--- src/design/rws_pkg.sv ---
// Shared constants for the roulette wheel selection unit.
`timescale 1ns / 1ps
package rws_pkg;
	localparam int MAX_ENTRIES = 64;
	localparam int WEIGHT_BITS = 16;
	localparam int IN_BITS     = 16;
	localparam int DRAW_BITS   = 16;
	localparam int IDX_BITS    = $clog2(MAX_ENTRIES);
	localparam int CNT_BITS    = $clog2(MAX_ENTRIES + 1);
	localparam int TOTAL_BITS  = WEIGHT_BITS + IDX_BITS;
	localparam int TARGET_BITS = TOTAL_BITS + DRAW_BITS;
endpackage

--- src/design/roulette_wheel_selection_unit.sv ---
// Roulette wheel selection: top level with weight store and prefix scan.
//
// Input channel (in_valid / in_stall): one word per weight. The word with
// is_last set closes the list and carries the draw. While in_stall is low,
// weights load one per cycle; a word to a full store is dropped and flagged.
// Output channel (out_valid / out_stall): one word per list, giving the
// smallest index whose prefix sum * 65536 reaches draw * total, and whether
// any weight of that list was dropped. A zero draw or zero total gives 0.
// After the last word, a zero draw or total skips the scan; otherwise the
// scan walks the list from index 0 and stops at the chosen index, reading one
// stored weight per cycle through the single read port of the weight RAM.
// in_stall is high from the last word until the result enters the output
// register, so the next list waits for both the scan and the output.
// While out_stall holds a result, new weights still load; a finished scan
// waits for the output register to free before taking the next list.
// Reset clears the count, total, flag and output valid; the RAM is not
// cleared, since only entries written in the current list are read.
`timescale 1ns / 1ps
module roulette_wheel_selection_unit (
	input  logic                          clk,
	input  logic                          arst_n,
	input  logic                          in_valid,
	output logic                          in_stall,
	input  logic [rws_pkg::IN_BITS-1:0]   weight,
	input  logic                          is_last,
	input  logic [rws_pkg::DRAW_BITS-1:0] draw,
	output logic                          out_valid,
	input  logic                          out_stall,
	output logic [rws_pkg::IDX_BITS-1:0]  chosen_index,
	output logic                          overflowed
);
	import rws_pkg::*;

	typedef enum logic [1:0] {S_LOAD, S_MUL, S_SCAN, S_PUSH} state_t;

	state_t                  state_q;
	logic [CNT_BITS-1:0]     count_q;
	logic [TOTAL_BITS-1:0]   total_q;
	logic                    ovf_q;
	logic [IDX_BITS-1:0]     chk_q;
	logic [IDX_BITS-1:0]     res_q;
	logic                    out_valid_q;
	logic [IDX_BITS-1:0]     out_idx_q;
	logic                    out_ovf_q;
	logic [DRAW_BITS-1:0]    draw_q;
	logic [TARGET_BITS-1:0]  target_q;
	logic [TOTAL_BITS-1:0]   prefix_q;

	logic                    accept;
	logic                    has_room;
	logic [31:0]             w_ext;
	logic [WEIGHT_BITS-1:0]  w;
	logic [IDX_BITS-1:0]     rd_addr;
	logic [WEIGHT_BITS-1:0]  rd_data;
	logic [TOTAL_BITS-1:0]   sum;
	logic                    hit;
	logic [IDX_BITS-1:0]     last_idx;
	logic [TARGET_BITS-1:0]  product;
	logic                    out_free;

	assign in_stall  = (state_q != S_LOAD);
	assign accept    = in_valid && !in_stall;
	assign has_room  = (count_q < CNT_BITS'(MAX_ENTRIES));
	assign w_ext     = {{(32 - IN_BITS){1'b0}}, weight};
	assign w         = w_ext[WEIGHT_BITS-1:0];
	assign rd_addr   = (state_q == S_MUL) ? '0 : chk_q + IDX_BITS'(1);
	assign sum       = prefix_q + TOTAL_BITS'(rd_data);
	assign hit       = ({sum, {DRAW_BITS{1'b0}}} >= target_q);
	assign last_idx  = IDX_BITS'(count_q - CNT_BITS'(1));
	assign product   = TARGET_BITS'(draw_q) * TARGET_BITS'(total_q);
	assign out_free  = !out_valid_q || !out_stall;

	assign out_valid    = out_valid_q;
	assign chosen_index = out_idx_q;
	assign overflowed   = out_ovf_q;

	rws_ram #(
		.WIDTH(WEIGHT_BITS),
		.DEPTH(MAX_ENTRIES)
	) u_store (
		.clk    (clk),
		.wr_en  (accept && has_room),
		.wr_addr(count_q[IDX_BITS-1:0]),
		.wr_data(w),
		.rd_addr(rd_addr),
		.rd_data(rd_data)
	);

	always_ff @(posedge clk or negedge arst_n) begin
		if (!arst_n) begin
			state_q     <= S_LOAD;
			count_q     <= '0;
			total_q     <= '0;
			ovf_q       <= 1'b0;
			chk_q       <= '0;
			res_q       <= '0;
			out_valid_q <= 1'b0;
			out_idx_q   <= '0;
			out_ovf_q   <= 1'b0;
		end else begin
			if (state_q == S_PUSH && out_free) begin
				out_valid_q <= 1'b1;
			end else if (!out_stall) begin
				out_valid_q <= 1'b0;
			end
			case (state_q)
				S_LOAD: begin
					if (accept) begin
						if (has_room) begin
							count_q <= count_q + CNT_BITS'(1);
							total_q <= total_q + TOTAL_BITS'(w);
						end else begin
							ovf_q <= 1'b1;
						end
						if (is_last) begin
							state_q <= S_MUL;
						end
					end
				end
				S_MUL: begin
					chk_q <= '0;
					if (draw_q == '0 || total_q == '0) begin
						res_q   <= '0;
						state_q <= S_PUSH;
					end else begin
						state_q <= S_SCAN;
					end
				end
				S_SCAN: begin
					if (hit || chk_q == last_idx) begin
						res_q   <= chk_q;
						state_q <= S_PUSH;
					end else begin
						chk_q <= chk_q + IDX_BITS'(1);
					end
				end
				S_PUSH: begin
					if (out_free) begin
						out_idx_q   <= res_q;
						out_ovf_q   <= ovf_q;
						count_q     <= '0;
						total_q     <= '0;
						ovf_q       <= 1'b0;
						state_q     <= S_LOAD;
					end
				end
				default: begin
					state_q <= S_LOAD;
				end
			endcase
		end
	end

	always_ff @(posedge clk) begin
		if (accept && is_last) begin
			draw_q <= draw;
		end
		if (state_q == S_MUL) begin
			target_q <= product;
			prefix_q <= '0;
		end else if (state_q == S_SCAN) begin
			prefix_q <= sum;
		end
	end
endmodule

--- src/design/rws_ram.sv ---
// Generic single-port-write, single-port-read RAM with registered read data.
`timescale 1ns / 1ps
module rws_ram #(
	parameter int WIDTH = 16,
	parameter int DEPTH = 64
) (
	input  logic                     clk,
	input  logic                     wr_en,
	input  logic [$clog2(DEPTH)-1:0] wr_addr,
	input  logic [WIDTH-1:0]         wr_data,
	input  logic [$clog2(DEPTH)-1:0] rd_addr,
	output logic [WIDTH-1:0]         rd_data
);
	logic [WIDTH-1:0] mem_q [DEPTH];

	always_ff @(posedge clk) begin
		if (wr_en) begin
			mem_q[wr_addr] <= wr_data;
		end
		rd_data <= mem_q[rd_addr];
	end
endmodule

--- config.mk ---
export PLATFORM = sky130hd
export DESIGN_NAME = roulette_wheel_selection_unit
export DESIGN_NICKNAME = d
export VERILOG_FILES = /design/src/design/rws_pkg.sv /design/src/design/roulette_wheel_selection_unit.sv /design/src/design/rws_ram.sv
export SDC_FILE = /design/constraint.sdc
export NUM_CORES = 2
export LEC_CHECK = 0
export BUFFER_PORTS_ARGS = -buffer_cell sky130_fd_sc_hd__clkbuf_2
export CAP_MARGIN = 20
export CORE_ASPECT_RATIO = 0.6
export CORE_UTILIZATION = 45
export DETAILED_ROUTE_END_ITERATION = 8
export GPL_ROUTABILITY_DRIVEN = 0
export PLACE_DENSITY = 0.64
export SKIP_LAST_GASP = 1
export SYNTH_ARGS = -nofsm -noshare
export SYNTH_HDL_FRONTEND = slang
export SYNTH_SLANG_ARGS = --single-unit
--- constraint.sdc ---
create_clock -name clk -period 13.8 [get_ports clk]
set_input_delay 4.14 -clock clk [delete_from_list [all_inputs] [get_ports clk]]
set_output_delay 4.14 -clock clk [all_outputs]
set_load 0.01 [all_outputs]
[Yosys cells after proc, flatten, opt, wreduce, memory -nomap -nowiden]
Memory sizes are Yosys's and may differ from the RTL's. A register that Yosys moved wholly into a read port is not among the register bits.
Index checks and enable logic that the tools add are counted.
W data, S select, Z words.
Storage, ports and cells
  output and inout bits: 9
  register bits after elaboration: 128
  logic and storage cells: 84
  memory bits (writable): 1024
  memories kept: 1
Memory list
  u_store.mem_q: words 64, bits a word 16, read ports 1, clocked after memory_dff 1, write ports 1, line rws_ram.sv:14  | logic [WIDTH-1:0] mem_q [DEPTH];
Operators by class
  order comparisons: 2
  eq/ne operators: 13
  reduce and logical (&&, ||, !) cells: 22
  $add $sub $neg: 5
  $mul: 1
  multiplexer cells: 28
Operators by type and width (count)
  $mux W22: 3
  $add A22 B16 Y22: 2
  $pmux W22 S2: 1
  $ge A38 B38 Y1: 1
  $mul A16 B22 Y38: 1
  $mux W6: 4
  $pmux W6 S2: 2
  $logic_not A22 Y1: 1
  $mux W7: 3
  $logic_not A16 Y1: 1
  $ne A2 B2 Y1 const B: 7
  $pmux W7 S2: 1
  $reduce_and A4 Y1: 3
  $mux W1: 8
  $mux W2: 4
  $pmux W2 S4: 1
  $add A7 B1 Y7 const B: 1
  $lt A7 B7 Y1 const B: 1
  $add A6 B1 Y6 const B: 1
  $eq A6 B6 Y1: 1
  $reduce_bool A2 Y1: 3
  $sub A6 B1 Y6 const B: 1
  $eq A2 B2 Y1 const B: 2
  $logic_and A1 B1 Y1: 4
  8 further kinds: 14

[Logic depth before layout (Yosys ltp)]
  word-level depth: 6
  gate-level depth with buffers: 25
  mapped depth without buffers: 23

[Modules after synthesis]
Synthesis repeated with hierarchy kept, for this count alone.
Unflattened totals
  cell total of the unflattened synthesis: 3873
  area, all modules: 58625.0 um^2
By module, submodules not included
  rws_ram: instances 1, area each 40042.2 um^2, seq. area each 31069.8 um^2, cells each 1829
  roulette_wheel_selection_unit: instances 1, area each 18582.8 um^2, seq. area each 3363.2 um^2, cells each 2044

[Worst setup path after synthesis]
No wires, ideal clock.
  kind: input port to flip-flop
  from: input port weight[0] in the netlist's numbering
  to: register total_q[20]
  cell stages on the path: 11
  arrival: 6380 ps
  path buffers: 0
  setup slack: 7289 ps
  cell sequence: ha_1 -> fa_1 -> a21o_1 -> a21oi_1 -> o21bai_1 -> a21oi_1 -> o21bai_1 -> a2111oi_1 -> nor3_1 -> a22oi_1 -> o21ai_0
Between the ends
  word-level cells in the longest chain between the ends: 4
Ends and longest elaborated chain
  start, declared: line roulette_wheel_selection_unit.sv:24  | input logic [rws_pkg::IN_BITS-1:0] weight,
  $add A22 B16 Y22: line roulette_wheel_selection_unit.sv:111  | total_q <= total_q + TOTAL_BITS'(w);
  $mux W22: line roulette_wheel_selection_unit.sv:109  | if (has_room) begin
  $mux W22: line roulette_wheel_selection_unit.sv:108  | if (accept) begin
  $pmux W22 S2: line roulette_wheel_selection_unit.sv:106  | case (state_q)
  end signal, assigned: line roulette_wheel_selection_unit.sv:111
  end, declared: line roulette_wheel_selection_unit.sv:38  | logic [TOTAL_BITS-1:0] total_q;
Every way passes these cells. The select of a mux whose other input is x is not followed.
A chain may end at the register's enable or synchronous reset.

[Worst setup path after layout]
  from: register draw_q[1]
  to: register target_q[35], data pin
Between the ends
  word-level cells in the longest chain between the ends: 1
Ends and longest elaborated chain
  start, declared: line roulette_wheel_selection_unit.sv:45  | logic [DRAW_BITS-1:0] draw_q;
  start signal, assigned: line roulette_wheel_selection_unit.sv:156  | draw_q <= draw;
  $mul A16 B22 Y38: line roulette_wheel_selection_unit.sv:70  | assign product = TARGET_BITS'(draw_q) * TARGET_BITS'(total_q);
  named net product[35]: line roulette_wheel_selection_unit.sv:58  | logic [TARGET_BITS-1:0] product;
  end signal, assigned: line roulette_wheel_selection_unit.sv:159  | target_q <= product;
  end, declared: line roulette_wheel_selection_unit.sv:46  | logic [TARGET_BITS-1:0] target_q;
The timed path passes the listed nets, and every way through them passes these cells.

==> impl_metrics.csv <==
group,metric,value,unit
detailed_routing,wl_per_cell,26.7,um
detailed_routing,vias,36300,
critical_path,cp_slowest_cell,"edfxtp_1",
logic_synthesis,ys_types,82,
global_routing,grt_antenna_before_repair,10,
floorplanning,die_area,132000,um^2
clock_network,numCtsBuffers,103,
clock_network,clk_pin_slew_worst_paths,0.08,ns
critical_path,required,14.25,ns
floorplanning,io_pins,46,
critical_path,cp_top_family,"adder cells",
global_routing,gr-total-overflow,0,
logic_synthesis,ys.flop_type,"edfxtp_1",
min_path,hold_class,"flip-flop to flip-flop",
logic_synthesis,ys_seq_area_frac,0.585,
finish,layout-drive-gt1-share,0.136,
floorplanning,initial_core_util,0.455,
critical_path,cp.arrival,7.95,ns
detailed_routing,final_antenna_net_count,0,
detailed_routing,first_pass_iters,8,
timing,fin_crit,7.50,ns
timing,drv_slew,0,
critical_path,r2r-end,"target_q[35]",
finish,num-fill-cells,10900,
critical_path,cp_common_cell,"fa_1",
timing,fin_crit_sh,0.543,
finish,fin_nets,4742,
finish,final_common_cell,"edfxtp_1",
critical_path,crit_fanout,23,
critical_path,cp.depth,20,
placed_design,dp_hpwl,103000,um
critical_path,crit_type,"flip-flop to flip-flop",
logic_synthesis,syn_area,58800,um^2
floorplanning,rows,102,
critical_path,endpoint_kind,"flip-flop",
clock_network,cts_setup_buffers,0,
global_routing,grt_pass1_vias,35300,
floorplanning,die_x,469,um
clock_network,cts_tree,"done",
critical_path,startpoint_type,"flip-flop",
logic_synthesis,synth_cells,4210,
clock_network,clockRootBuffer,"clkbuf_16",
critical_path,critPathBufInv,3,
timing,fin_tns_setup,0,ns
logic_synthesis,synth-edff-count,1078,
timing,setup_viol,0,
detailed_routing,drc,0,
clock_network,cts.sinks,1168,
clock_network,clockBufferDepth,3,
detailed_routing,drt_iter0_drc,5023,
timing,finalHoldViolCount,0,
logic_synthesis,synth_area_per_cell,14.0,um^2
critical_path,path_cells,"nand2_1 > fa_1 > inv_1 > fa_1 > fa_1 > fa_1 > fa_1 > inv_1 > fa_1 > inv_1 > ha_1 > a21oi_1 > o21ai_0 > a221o_1 > a211oi_2 > o21ai_2 > a211oi_2 > o21ai_1 > a221oi_2 > xnor2_1",
timing,slew_headroom,0.244,
global_routing,grt_pass1_wl,239000,um
finish,final_cell_mix,"edfxtp_1, nand2_1, inv_1, fa_1, ha_1",
detailed_routing,vias_per_cell,5.99,
logic_synthesis,async_flop_share,0.0445,
logic_synthesis,ys_seq_elements,1168,
finish,syn_to_final_growth,10.2,%
run,drv_cap,0,
timing,clock_skew,0.0262,ns
timing,rsz0062_at_grt,"false",
timing,fmax,133,MHz
clock_network,clock_latency,0.71,ns
timing,worstMarginPinSlew,1.13,ns
run_status,status,"finished, final reports clean",
critical_path,cp-startpoint,"draw_q[1]",
detailed_routing,routed_wl,162000,um
global_routing,grt_start_max_net_pins,113,
global_routing,gr-usage-all-layers,0.247,
placed_design,numPortBuffers,45,
clock_network,holdBufCountCts,0,
logic_synthesis,ys_warn_count,0,
clock_network,post_cts_resized,0,
floorplanning,dieHeight,282,um
critical_path,r2r-start,"draw_q[1]",
clock_network,htree_levels,3,
critical_path,critPathMaxStageDelay,0.95,ns
logic_synthesis,synth_nets,4698,
critical_path,endpoint,"target_q[35]",
critical_path,ff2ff_path_depth,20,
critical_path,ff2ff_setup_slack,6.30,ns
floorplanning,core,129000,um^2
[sequential cells by signal, indices dropped and copies added, names as in the netlist, 2 cells and up]
register / flops
chk_q: 6
count_q: 7
state_q: 2
chosen_index: 6
u_store.mem_q: 1024
u_store.rd_data: 16
target_q: 38
draw_q: 16
total_q: 22
res_q: 6
prefix_q: 22
[kinds of logic after synthesis]
group | count (synthesis) | share of synthesized area
flops | 1168 | 0.585
simple gates | 896 | 0.0699
compound gates | 682 | 0.0824
buf+inv | 633 | 0.0417
fa+ha+maj | 451 | 0.132
mux | 299 | 0.0768
xor+xnor | 81 | 0.0125
[worst min path at each step]
| stage | to | start | slack (ns) | cells past startpoint |
|---|---|---|---|---|
| after floorplan | prefix_q[15] | prefix_q[15] | 0.45 | 2 |
| after global placement | prefix_q[15] | prefix_q[15] | 0.46 | 2 |
| after detailed placement | prefix_q[15] | prefix_q[15] | 0.47 | 2 |
| after CTS | prefix_q[15] | prefix_q[15] | 0.48 | 2 |
| after global routing | prefix_q[15] | prefix_q[15] | 0.49 | 2 |
| final | prefix_q[15] | prefix_q[15] | 0.48 | 2 |
[layer usage]
layer / part of all wire / global-route usage
met1: 0.46 / 0.391
met2: 0.39 / 0.322
met3: 0.14 / 0.0844
met4: 0.019 / 0.0515
met5: 0.00017 / 0
[synth_stat cells (all sizes together), types with 18 or more instances]
library cell,n,share of area
edfxtp,1078,0.55
nand2,389,0.025
inv,380,0.024
fa,280,0.095
clkbuf,178,0.011
ha,171,0.036
nor2,167,0.011
and2,151,0.016
o22ai,120,0.013
mux4,114,0.044
a21oi,106,0.0090
mux2i,103,0.018
o21ai,83,0.0071
mux2,82,0.016
buf,73,0.0060
nand3,70,0.0060
a21o,58,0.0074
xnor2,54,0.0084
dfrtp,52,0.022
a211oi,42,0.0056
dfxtp,38,0.013
o221ai,37,0.0056
nor3,36,0.0031
o211ai,32,0.0041
xor2,27,0.0041
a311oi,26,0.0039
a222oi,21,0.0036
a31oi,20,0.0021
nand4,20,0.0021
a211o,18,0.0027
a221oi,18,0.0028
[area by class of cell]
type	instances	area [um^2]	area share
Tap cell	1716	2150	0.0331
Clock buffer	117	2690	0.0415
Antenna cell	2	5.00	0.0000772
Clock inverter	75	714	0.0110
Sequential cell	1168	34400	0.531
Multi-Input combinational cell	2409	22100	0.340
Timing Repair Buffer	190	1350	0.0208
Inverter	382	1440	0.0221
[tightest hold or removal path, stage by stage (launching register included)]
cell and delay (ns):
dfxtp_1 0.32, nand2_1 0.06, a21oi_1 0.05
[stage by stage]
step	worst slack [ns]	instances	hold slack [ns]	area, um^2	util
floorplan	7.29	4210	0.445	58800	-
global placement	6.26	5859	0.461	61400	0.474
detailed placement	6.12	5859	0.469	61400	0.474
CTS	6.39	6051	0.480	64800	0.501
global route	5.90	6058	0.487	64900	0.501
finish	6.30	6059	0.483	64900	0.501
Power is left out: the tool's default activity adds up to more than one toggle a clock period on the data nets, which glitch-free logic cannot reach.
